===== src/sv/u16ks_pkg.sv =====
// Shared types and constants for the UTF-16 keystroke sequencer.
package u16ks_pkg;

    localparam logic [7:0] KEY_CTRL_L    = 8'd29;
    localparam logic [7:0] KEY_SHIFT_L   = 8'd42;
    localparam logic [7:0] KEY_U         = 8'd22;
    localparam logic [7:0] KEY_SPC       = 8'd57;

    localparam logic [2:0] DIGITS_BMP    = 3'd4;
    localparam logic [2:0] DIGITS_MID    = 3'd5;
    localparam logic [2:0] DIGITS_TOP    = 3'd6;

    // Fixed part of a run: Ctrl, Shift, U presses and their releases.
    localparam logic [4:0] PREFIX_KEYS   = 5'd6;

    typedef struct packed {
        logic        error;
        logic [2:0]  digits;
        logic [23:0] nibbles;   // left-aligned, first digit in the top nibble
    } job_t;

    function automatic logic [7:0] hex_key(input logic [3:0] nib);
        logic [7:0] k;
        unique case (nib)
            4'h0: k = 8'd11;
            4'h1: k = 8'd2;
            4'h2: k = 8'd3;
            4'h3: k = 8'd4;
            4'h4: k = 8'd5;
            4'h5: k = 8'd6;
            4'h6: k = 8'd7;
            4'h7: k = 8'd8;
            4'h8: k = 8'd9;
            4'h9: k = 8'd10;
            4'ha: k = 8'd30;
            4'hb: k = 8'd48;
            4'hc: k = 8'd46;
            4'hd: k = 8'd32;
            4'he: k = 8'd18;
            default: k = 8'd33;
        endcase
        return k;
    endfunction

endpackage


===== src/sv/u16ks_front.sv =====
// Front end: surrogate pairing, code point checks and digit alignment.
module u16ks_front
    import u16ks_pkg::*;
(
    input  logic        clk,
    input  logic        rst_n,
    input  logic        unit_valid,
    output logic        unit_ready,
    input  logic [15:0] utf16_unit,
    output logic        job_valid,
    input  logic        job_ready,
    output job_t        job
);

    logic        pend_valid_reg, pend_valid_next;
    logic [9:0]  pend_bits_reg, pend_bits_next;
    logic        is_high, is_low, accept;
    logic [20:0] cp;

    assign is_high    = (utf16_unit[15:10] == 6'b110110);
    assign is_low     = (utf16_unit[15:10] == 6'b110111);
    assign unit_ready = job_ready;
    assign accept     = unit_valid && unit_ready;
    assign job_valid  = unit_valid && !is_high;

    always_comb
    begin
        if (is_low)
        begin
            cp = 21'h10000 + {1'b0, pend_bits_reg, utf16_unit[9:0]};
        end
        else
        begin
            cp = {5'd0, utf16_unit};
        end

        job.error = (is_low && !pend_valid_reg) || (!is_low && utf16_unit == 16'd0);

        if (cp[20:16] == 5'd0)
        begin
            job.digits  = DIGITS_BMP;
            job.nibbles = {cp[15:0], 8'd0};
        end
        else if (!cp[20])
        begin
            job.digits  = DIGITS_MID;
            job.nibbles = {cp[19:0], 4'd0};
        end
        else
        begin
            job.digits  = DIGITS_TOP;
            job.nibbles = {3'd0, cp};
        end
    end

    always_comb
    begin
        pend_valid_next = pend_valid_reg;
        pend_bits_next  = pend_bits_reg;
        if (accept)
        begin
            pend_valid_next = is_high;
            if (is_high)
            begin
                pend_bits_next = utf16_unit[9:0];
            end
        end
    end

    always_ff @(posedge clk or negedge rst_n)
    begin
        if (!rst_n)
        begin
            pend_valid_reg <= 1'b0;
        end
        else
        begin
            pend_valid_reg <= pend_valid_next;
        end
    end

    always_ff @(posedge clk)
    begin
        pend_bits_reg <= pend_bits_next;
    end

endmodule


===== src/sv/u16ks_fifo.sv =====
// Small job queue between front end and sequencer.
module u16ks_fifo
    import u16ks_pkg::*;
#(
    parameter int DEPTH = 2
)
(
    input  logic clk,
    input  logic rst_n,
    input  logic push_valid,
    output logic push_ready,
    input  job_t push_job,
    output logic pop_valid,
    input  logic pop_ready,
    output job_t pop_job
);

    localparam int AW = (DEPTH > 1) ? $clog2(DEPTH) : 1;
    localparam int CW = $clog2(DEPTH + 1);
    localparam logic [AW-1:0] LAST_IDX = AW'(DEPTH - 1);
    localparam logic [CW-1:0] FULL_CNT = CW'(DEPTH);

    job_t          mem [DEPTH];
    logic [AW-1:0] wr_ptr_reg, wr_ptr_next;
    logic [AW-1:0] rd_ptr_reg, rd_ptr_next;
    logic [CW-1:0] count_reg, count_next;
    logic          do_push, do_pop;

    assign push_ready = (count_reg != FULL_CNT);
    assign pop_valid  = (count_reg != '0);
    assign pop_job    = mem[rd_ptr_reg];
    assign do_push    = push_valid && push_ready;
    assign do_pop     = pop_valid && pop_ready;

    always_comb
    begin
        wr_ptr_next = wr_ptr_reg;
        rd_ptr_next = rd_ptr_reg;
        count_next  = count_reg;
        if (do_push)
        begin
            wr_ptr_next = (wr_ptr_reg == LAST_IDX) ? '0 : wr_ptr_reg + 1'b1;
        end
        if (do_pop)
        begin
            rd_ptr_next = (rd_ptr_reg == LAST_IDX) ? '0 : rd_ptr_reg + 1'b1;
        end
        if (do_push && !do_pop)
        begin
            count_next = count_reg + 1'b1;
        end
        else if (do_pop && !do_push)
        begin
            count_next = count_reg - 1'b1;
        end
    end

    always_ff @(posedge clk or negedge rst_n)
    begin
        if (!rst_n)
        begin
            wr_ptr_reg <= '0;
            rd_ptr_reg <= '0;
            count_reg  <= '0;
        end
        else
        begin
            wr_ptr_reg <= wr_ptr_next;
            rd_ptr_reg <= rd_ptr_next;
            count_reg  <= count_next;
        end
    end

    always_ff @(posedge clk)
    begin
        if (do_push)
        begin
            mem[wr_ptr_reg] <= push_job;
        end
    end

endmodule


===== src/sv/u16ks_back.sv =====
// Sequencer: expands a job to key/sync events, one per unstalled cycle.
module u16ks_back
    import u16ks_pkg::*;
(
    input  logic       clk,
    input  logic       rst_n,
    input  logic       job_valid,
    output logic       job_ready,
    input  job_t       job,
    output logic       event_valid,
    input  logic       event_ready,
    output logic       is_sync,
    output logic [7:0] key_id,
    output logic       pressed,
    output logic       error,
    output logic       last
);

    logic        busy_reg, busy_next;
    logic        ev_valid_reg, ev_valid_next;
    logic [5:0]  step_reg, step_next;
    logic        err_reg, err_next;
    logic [2:0]  digs_reg, digs_next;
    logic [23:0] nib_reg, nib_next;
    logic        sync_reg, sync_next;
    logic [7:0]  key_reg, key_next;
    logic        press_reg, press_next;
    logic        error_reg, error_next;
    logic        last_reg, last_next;

    logic        adv, pop, cur_sync, cur_last, in_digits;
    logic [4:0]  k, digit_end, end_k;
    logic [7:0]  cur_key;
    logic        cur_press;

    assign job_ready   = !busy_reg;
    assign pop         = job_valid && !busy_reg;
    assign adv         = busy_reg && (!ev_valid_reg || event_ready);

    assign k           = step_reg[5:1];
    assign cur_sync    = step_reg[0];
    assign digit_end   = PREFIX_KEYS + {1'b0, digs_reg, 1'b0};
    assign end_k       = digit_end + 5'd1;
    assign in_digits   = (k >= PREFIX_KEYS) && (k < digit_end);
    assign cur_last    = err_reg || (cur_sync && k == end_k);

    always_comb
    begin
        cur_key   = KEY_SPC;
        cur_press = (k == digit_end);
        if (k < PREFIX_KEYS)
        begin
            unique case (k[2:0])
                3'd0, 3'd5: cur_key = KEY_CTRL_L;
                3'd1, 3'd4: cur_key = KEY_SHIFT_L;
                default:    cur_key = KEY_U;
            endcase
            cur_press = (k < 5'd3);
        end
        else if (in_digits)
        begin
            cur_key   = hex_key(nib_reg[23:20]);
            cur_press = !k[0];
        end
    end

    always_comb
    begin
        busy_next     = busy_reg;
        ev_valid_next = ev_valid_reg;
        step_next     = step_reg;
        err_next      = err_reg;
        digs_next     = digs_reg;
        nib_next      = nib_reg;
        sync_next     = sync_reg;
        key_next      = key_reg;
        press_next    = press_reg;
        error_next    = error_reg;
        last_next     = last_reg;

        if (pop)
        begin
            busy_next = 1'b1;
            step_next = '0;
            err_next  = job.error;
            digs_next = job.digits;
            nib_next  = job.nibbles;
        end

        if (adv)
        begin
            ev_valid_next = 1'b1;
            last_next     = cur_last;
            if (err_reg)
            begin
                sync_next  = 1'b0;
                key_next   = 8'd0;
                press_next = 1'b0;
                error_next = 1'b1;
            end
            else
            begin
                sync_next  = cur_sync;
                key_next   = cur_sync ? 8'd0 : cur_key;
                press_next = cur_sync ? 1'b0 : cur_press;
                error_next = 1'b0;
            end
            if (cur_last)
            begin
                busy_next = 1'b0;
            end
            else
            begin
                step_next = step_reg + 6'd1;
            end
            // move to the next digit after its release has been reported
            if (cur_sync && in_digits && k[0])
            begin
                nib_next = {nib_reg[19:0], 4'd0};
            end
        end
        else if (event_ready)
        begin
            ev_valid_next = 1'b0;
        end
    end

    always_ff @(posedge clk or negedge rst_n)
    begin
        if (!rst_n)
        begin
            busy_reg     <= 1'b0;
            ev_valid_reg <= 1'b0;
            step_reg     <= '0;
        end
        else
        begin
            busy_reg     <= busy_next;
            ev_valid_reg <= ev_valid_next;
            step_reg     <= step_next;
        end
    end

    always_ff @(posedge clk)
    begin
        err_reg   <= err_next;
        digs_reg  <= digs_next;
        nib_reg   <= nib_next;
        sync_reg  <= sync_next;
        key_reg   <= key_next;
        press_reg <= press_next;
        error_reg <= error_next;
        last_reg  <= last_next;
    end

    assign event_valid = ev_valid_reg;
    assign is_sync     = sync_reg;
    assign key_id      = key_reg;
    assign pressed     = press_reg;
    assign error       = error_reg;
    assign last        = last_reg;

    a_step_range: assert property (@(posedge clk) disable iff (!rst_n)
        busy_reg |-> step_reg < 6'd40)
        else $error("step counter beyond longest run");

    a_error_alone: assert property (@(posedge clk) disable iff (!rst_n)
        (ev_valid_reg && error_reg) |-> (last_reg && !sync_reg && key_reg == 8'd0))
        else $error("error transaction not a lone final item");

    a_sync_clean: assert property (@(posedge clk) disable iff (!rst_n)
        (ev_valid_reg && sync_reg) |-> (key_reg == 8'd0 && !press_reg))
        else $error("sync transaction carries key data");

    a_no_pop_busy: assert property (@(posedge clk) disable iff (!rst_n)
        (adv && !cur_last) |=> busy_reg)
        else $error("run ended early");

endmodule


===== src/sv/utf16_unicode_keystroke_sequencer.sv =====
// Top level of the UTF-16 to Ctrl+Shift+U keystroke sequencer.
//
// Input channel: utf16_unit with unit_valid / unit_ready, one code unit per
// transaction. Output channel: is_sync, key_id, pressed, error, last with
// event_valid / event_ready, one key or sync event per transaction.
// A high surrogate is held and yields nothing; a lone low surrogate or a zero
// unit yields a single error transaction. Any other unit yields a run of
// 12 + 4 * digits + 4 transactions (32, 36 or 40) ending with last set.
// The front end classifies a unit in the cycle it is taken and writes a job
// into a QUEUE_DEPTH-entry queue; the sequencer emits one event per cycle
// into an output register while event_ready is high, so a unit's job is held
// in the queue entry, then in the sequencer state, then in the output register.
// Throughput is set by the sequencer, which takes a new job only after its run ends.
// The input side keeps accepting while the queue has room.
// When event_ready is low while an event is waiting, the output register holds and the sequencer waits.
// Reset clears the held surrogate, the queue and the sequencer.
module utf16_unicode_keystroke_sequencer
    import u16ks_pkg::*;
#(
    parameter int QUEUE_DEPTH = 2
)
(
    input  logic        clk,
    input  logic        rst_n,
    input  logic        unit_valid,
    output logic        unit_ready,
    input  logic [15:0] utf16_unit,
    output logic        event_valid,
    input  logic        event_ready,
    output logic        is_sync,
    output logic [7:0]  key_id,
    output logic        pressed,
    output logic        error,
    output logic        last
);

    logic f_valid, f_ready;
    job_t f_job;
    logic q_valid, q_ready;
    job_t q_job;

    u16ks_front u_front (
        .clk        (clk),
        .rst_n      (rst_n),
        .unit_valid (unit_valid),
        .unit_ready (unit_ready),
        .utf16_unit (utf16_unit),
        .job_valid  (f_valid),
        .job_ready  (f_ready),
        .job        (f_job)
    );

    u16ks_fifo #(
        .DEPTH (QUEUE_DEPTH)
    ) u_fifo (
        .clk        (clk),
        .rst_n      (rst_n),
        .push_valid (f_valid),
        .push_ready (f_ready),
        .push_job   (f_job),
        .pop_valid  (q_valid),
        .pop_ready  (q_ready),
        .pop_job    (q_job)
    );

    u16ks_back u_back (
        .clk         (clk),
        .rst_n       (rst_n),
        .job_valid   (q_valid),
        .job_ready   (q_ready),
        .job         (q_job),
        .event_valid (event_valid),
        .event_ready (event_ready),
        .is_sync     (is_sync),
        .key_id      (key_id),
        .pressed     (pressed),
        .error       (error),
        .last        (last)
    );

endmodule


===== config.mk =====
export PLATFORM = sky130hd
export DESIGN_NAME = utf16_unicode_keystroke_sequencer
export DESIGN_NICKNAME = d
export VERILOG_FILES = /design/src/sv/u16ks_pkg.sv /design/src/sv/u16ks_front.sv /design/src/sv/u16ks_fifo.sv /design/src/sv/u16ks_back.sv /design/src/sv/utf16_unicode_keystroke_sequencer.sv
export SDC_FILE = /design/constraint.sdc
export NUM_CORES = 1
export LEC_CHECK = 0
export BUFFER_PORTS_ARGS = -buffer_cell sky130_fd_sc_hd__buf_2
export CAP_MARGIN = 20
export CORE_ASPECT_RATIO = 0.7
export CORE_UTILIZATION = 30
export DETAILED_ROUTE_END_ITERATION = 10
export GPL_ROUTABILITY_DRIVEN = 0
export HOLD_SLACK_MARGIN = 0.15
export PLACE_DENSITY = 0.45
export RECOVER_POWER = 50
export SLEW_MARGIN = 10
export SYNTH_ARGS = -nofsm -noshare
export SYNTH_HDL_FRONTEND = slang
export SYNTH_HIERARCHICAL = 1
export SYNTH_SLANG_ARGS = --single-unit

===== constraint.sdc =====
create_clock -name clk -period 2.4 [get_ports clk]
set_input_delay 0.48 -clock clk [delete_from_list [all_inputs] [get_ports clk]]
set_output_delay 0.48 -clock clk [all_outputs]
set_load 0.03 [all_outputs]

# Yosys cells after proc, flatten, opt, wreduce, memory -nomap -nowiden
# Memories as Yosys holds them, arrays and structs flattened. A register that Yosys moved wholly into a read port is not among the register bits.
# Index checks and enable logic that the tools add are counted.
# totals
ff_bits,63
ramBits,56
mem_bits_ro,96
inputBits,20
out_inout_bits,14
mem_count,2
# op_classes
add_sub_neg,8
order_cmp,4
n_eq_ne,8
muxes,26
n_reduce_logical,34
# memory_table
memory,depth,width,rd,rd_ports_with_merged_regs,write_ports,line_no,text
(no name shown),16,6,1,1,0,u16ks_pkg.sv:24,unique case (nib)
u_fifo.mem,2,28,1,0,1,u16ks_fifo.sv:23,job_t mem [DEPTH];
# op_table
cell,n
24-bit 2-to-1 mux,3
27-bit 2-to-1 mux,1
26-bit 2-to-1 mux,1
17-bit by 20-bit adder with 21-bit output (first input constant),1
21-bit 2-to-1 mux,1
6-bit 2-to-1 mux,3
16-bit zero test,1
8-bit 2-to-1 mux,2
1-bit logical AND,13
6-bit == test (second input constant),2
1-bit 2-to-1 mux,12
6-bit one-hot mux with 2 select lines,1
5-bit == test,2
1-bit zero test,8
6-bit by 1-bit adder with 6-bit output (second input constant),1
3-bit == test (second input constant),2
2-bit nonzero test,3
2-bit OR reduction,3
3-bit by 4-bit adder with 5-bit output (first input constant),1
5-bit by 1-bit adder with 5-bit output (second input constant),1
5-bit by 3-bit greater-or-equal comparator with 1-bit output (second input constant),1
5-bit zero test,1
5-bit by 2-bit less-than comparator with 1-bit output (second input constant),1
5-bit by 3-bit less-than comparator with 1-bit output (second input constant),1
10 further kinds,14

# Depth between registers and ports, before layout
# logic_depth
depth_word,8
depth_mapped,14
ltp_nobuf,13

# Cells and area by module
# The synthesis kept the hierarchy.
# modules_own_cells
module,instances,cells_per_inst,area_each_um2,seq_area_each_um2
u16ks_back,1,287,2819.0,1221.2
u16ks_fifo,1,105,2262.2,1781.7
u16ks_front,1,110,1047.3,325.3

# Worst setup path before layout
# Ideal clock, no wire load.
# synth_path
path_kind,in2reg
from,input port utf16_unit[15]
to,"memory u_fifo/mem[0][0] (netlist bit), enable pin"
setup_ps,413
arrival_ps,2184
slack_ps,-196
stages,5
path_buffers,0
cell_sequence,and4b_1 -> nand2_1 -> o21a_1 -> nand2_1 -> nor2_1
# synth_between
elab_chain_len,6
# synth_lines
item,line_no,text
start: declaration,utf16_unicode_keystroke_sequencer.sv:27,"input logic [15:0] utf16_unit,"
6-bit == test,u16ks_front.sv:20,assign is_high = (utf16_unit[15:10] == 6'b110110);
1-bit zero test,u16ks_front.sv:24,assign job_valid = unit_valid && !is_high;
1-bit logical AND,u16ks_front.sv:24,
via f_valid,utf16_unicode_keystroke_sequencer.sv:37,"logic f_valid, f_ready;"
1-bit logical AND,u16ks_fifo.sv:32,assign do_push = push_valid && push_ready;
1-bit 2-to-1 mux,u16ks_fifo.sv:76,if (do_push)
1-bit 2-to-1 mux (implied by the code),u16ks_fifo.sv:78,mem[wr_ptr_reg] <= push_job;
end: declaration,u16ks_fifo.sv:23,
# The timed path passes the listed nets, and every way through them passes these cells.

==> flow_metrics.tcl <==
set metrics [dict create \
    ys_types 87 \
    final_area_um2 7480 \
    async_flop_share 0.106 \
    instances_no_fill 855 \
    fill_cells 1984 \
    synth_edf_count 80 \
    yosysTopAreaCellShare 0.392 \
    grt_max_degree 37 \
    pwr-share-clk 0.302 \
    cp_max_fo 3 \
    slowest_delay_ps 400 \
    drt-initial-drc-count 319 \
    seqPwrFrac 0.356 \
    critical_path_buf_inv_count 1 \
    setup.worst_path.start_class "register" \
    grt-ovfl-total 0 \
    coreArea_um2 19900 \
    finalClockSkew_ps 9.01 \
    ios 34 \
    place_inst 820 \
    htreeDepth 4 \
    cts_tree "built" \
    slowest_stage "edfxtp_1" \
    placed_area_um2 6820 \
    finalCritPeriodShare 0.968 \
    yosysSeqAreaShare 0.543 \
    crit_type "reg -> reg" \
    hold_path_class "in -> reg" \
    synth.avg_cell_area_um2 12.2 \
    die_area_um2 21000 \
    timing.final.ws_setup_ps 77.4 \
    arrival_ps 2630 \
    path_delay_family "compound AO/OA/AOI/OAI gates" \
    power.share.combinational 0.342 \
    io_buffer_count 31 \
    whs_ps 382 \
    ant_nets 0 \
    area_delta_synth_final_pct 22.1 \
    die_h_um 122 \
    grt_use_total 0.150 \
    worstPathRequired_ps 2700 \
    num_antenna_cells 0 \
    fin_crit_ps 2320 \
    cts_num_sinks 123 \
    cts_inserted_buffers 17 \
    netlist_area_um2 6130 \
    clock_latency_ps 410 \
    endpoint_kind "register" \
    power_switching_mw 3.20 \
    wl_per_cell_um 17.5 \
    yosys_most_used_dff "edfxtp_1" \
    finalMaxSlewViolations 0 \
    synth_top_cell_by_area "edfxtp_1" \
    fp.dieW_um 173 \
    ir_worst_vdd_mv 0.693 \
    initial_core_util 0.308 \
    synth-seq-cells 123 \
    slew_headroom 0.401 \
    clk_pin_slew_worst_paths_ps 60 \
    synth_commonest_cells "80 x edfxtp_1, 54 x nand2_1, 36 x o21ai_0" \
    cts_buffer_depth 2 \
    yosys_warnings 6 \
    path_common_cell "ha_4" \
    via_per_inst 4.86 \
    drc 0 \
    max_freq_ghz 0.431 \
    drv_cap 0 \
    synthCells 502 \
    placementRows 43 \
    largest_reg_flops 56 \
    drive_gt1_frac 0.272 \
    dp_hpwl_um 10700 \
    p_leak_nw 2.85 \
    finalNetCount 601 \
    worstMarginPinSlew_ps 898 \
    grt_pass1_wl_um 23700 \
    synthTopCellsByArea "edfxtp_1 39%, dfxtp_1 9.8%, dfrtp_1 5.3%, mux2_4 4.2%, mux2i_1 3.9%" \
    hold_violations 0 \
    wl_um 14900 \
    synth.most_common_cell "edfxtp_1" \
    crit_chain "inv_2 -> ha_4 -> ha_4 -> nor2b_4 -> o211a_4 -> o31ai_4 -> and2_4 -> ha_4 -> o21ai_0 -> a32o_1" \
    internal_power_mw 6.31 \
    swShare 0.337 \
    status "completed" \
    antenna_found_initial 0 \
    grt_pass1_vias 4217 \
    dp_worst_setup_slack_ps -81.9 \
    drtPass1Iterations 5 \
    cts-root-buf "clkbuf_16" \
    setup_viol 0 \
    dr_total_vias 4159 \
    pwr_density_cell_nw_per_um2 1270 \
]
-- placed cells by master, fill, tap and decap left out, drive strengths merged, types with 3 or more instances in the layout --
cell type | Yosys | layout
xnor2 | 8 | 8
nand3 | 12 | 12
a31oi | 7 | 7
nand2 | 55 | 55
xor2 | 5 | 5
nor3 | 5 | 5
nor2b | 4 | 4
buf | 22 | 49
mux2i | 24 | 24
dfxtp | 30 | 30
inv | 19 | 26
o21ai | 36 | 36
and2 | 4 | 4
clkbuf | 4 | 43
a22o | 6 | 6
o31ai | 3 | 3
nand4 | 6 | 6
nor3b | 4 | 4
or2 | 4 | 4
nand2b | 4 | 4
a21o | 4 | 4
nor2 | 18 | 18
nor4 | 7 | 7
ha | 9 | 9
bufinv | 0 | 5
mux2 | 37 | 37
o22ai | 3 | 3
a211o | 3 | 3
dfrtp | 13 | 13
or3 | 3 | 3
conb | 2 | 3
o211ai | 3 | 3
a21oi | 20 | 20
and3 | 10 | 10
edfxtp | 80 | 80
a2111oi | 3 | 3
-- power groups by stage --
stage          Combinational, mW  Sequential, mW  Clock (mW)
2_1_floorplan               2.24            3.45           0
3_3_place_gp                3.21            3.40           0
3_5_place_dp                3.26            3.42           0
4_1_cts                     3.33            3.38        2.95
5_1_grt                     3.56            3.47        3.04
6_report                    3.26            3.38        2.87
-- metal layers --
metal  part of all wire  wire [µm]  global-route usage  up-vias
met5                  0          0                   0        -
met1               0.53       7860               0.219     2034
met4              0.011        167              0.0597        0
met2               0.42       6310               0.215       95
li1                   -          -                   -     2016
met3              0.040        604              0.0325       14
-- final timing paths --
path | start | endpoint | slack [ps] | cells past startpoint
min in group asynchronous | rst_n | u_fifo/wr_ptr_reg$_DFFE_PN0P_ | 720 | 2
min reg2reg | u_back/nib_reg[3]$_DFF_P_ | u_back/nib_reg[3]$_DFF_P_ | 460 | 2
max | u_back/digs_reg[0]$_DFFE_PP_ | register | 80 | 10
max in group asynchronous | rst_n | u_back/event_valid$_DFFE_PN0P_ | 1130 | 2
min | utf16_unit[3] | u_front/pend_bits_reg[3]$_DFFE_PP_ | 380 | 1
max reg2reg | u_back/digs_reg[0]$_DFFE_PP_ | register | 80 | 10
-- logic make-up (layout without fill, tap and decap cells) --
logic type / count (synthesis) / count (layout) / synth area share
other: 2 / 3 / 0.00123
buffers and inverters: 45 / 127 / 0.0443
adder cells (fa/ha/maj): 9 / 9 / 0.0184
multiplexers: 61 / 61 / 0.118
XOR/XNOR: 13 / 13 / 0.0186
AO/OA/AOI/OAI: 109 / 109 / 0.133
AND/OR/NAND/NOR: 140 / 140 / 0.124
flip-flops: 123 / 123 / 0.543
-- metrics by stage --
stage	setup TNS, ps	util	total power, mW
2_1_floorplan	0	-	5.70
3_3_place_gp	0	0.342	6.61
3_5_place_dp	-158	0.342	6.68
4_1_cts	0	0.377	9.66
5_1_grt	-38.3	0.376	10.1
6_report	0	0.376	9.51
-- timing repair --
action                     4_1_cts  5_1_grt
hold buffers                     1        0
resized for setup                5        6
hold endpoints to repair        13        0
pin swaps                        2        6
setup buffers                    0        2
setup endpoints to repair        6       17
-- cell type report --
cell class,instances,area [µm²],area share
clock buffer,17,425,0.0568
clock inverter,15,233,0.0311
timing repair buffer,76,469,0.0627
sequential,123,3330,0.445
inverter,19,71.3,0.00953
tap,270,338,0.0451
multi-input combinational,335,2620,0.350
Power figures use the tool's default switching activity.
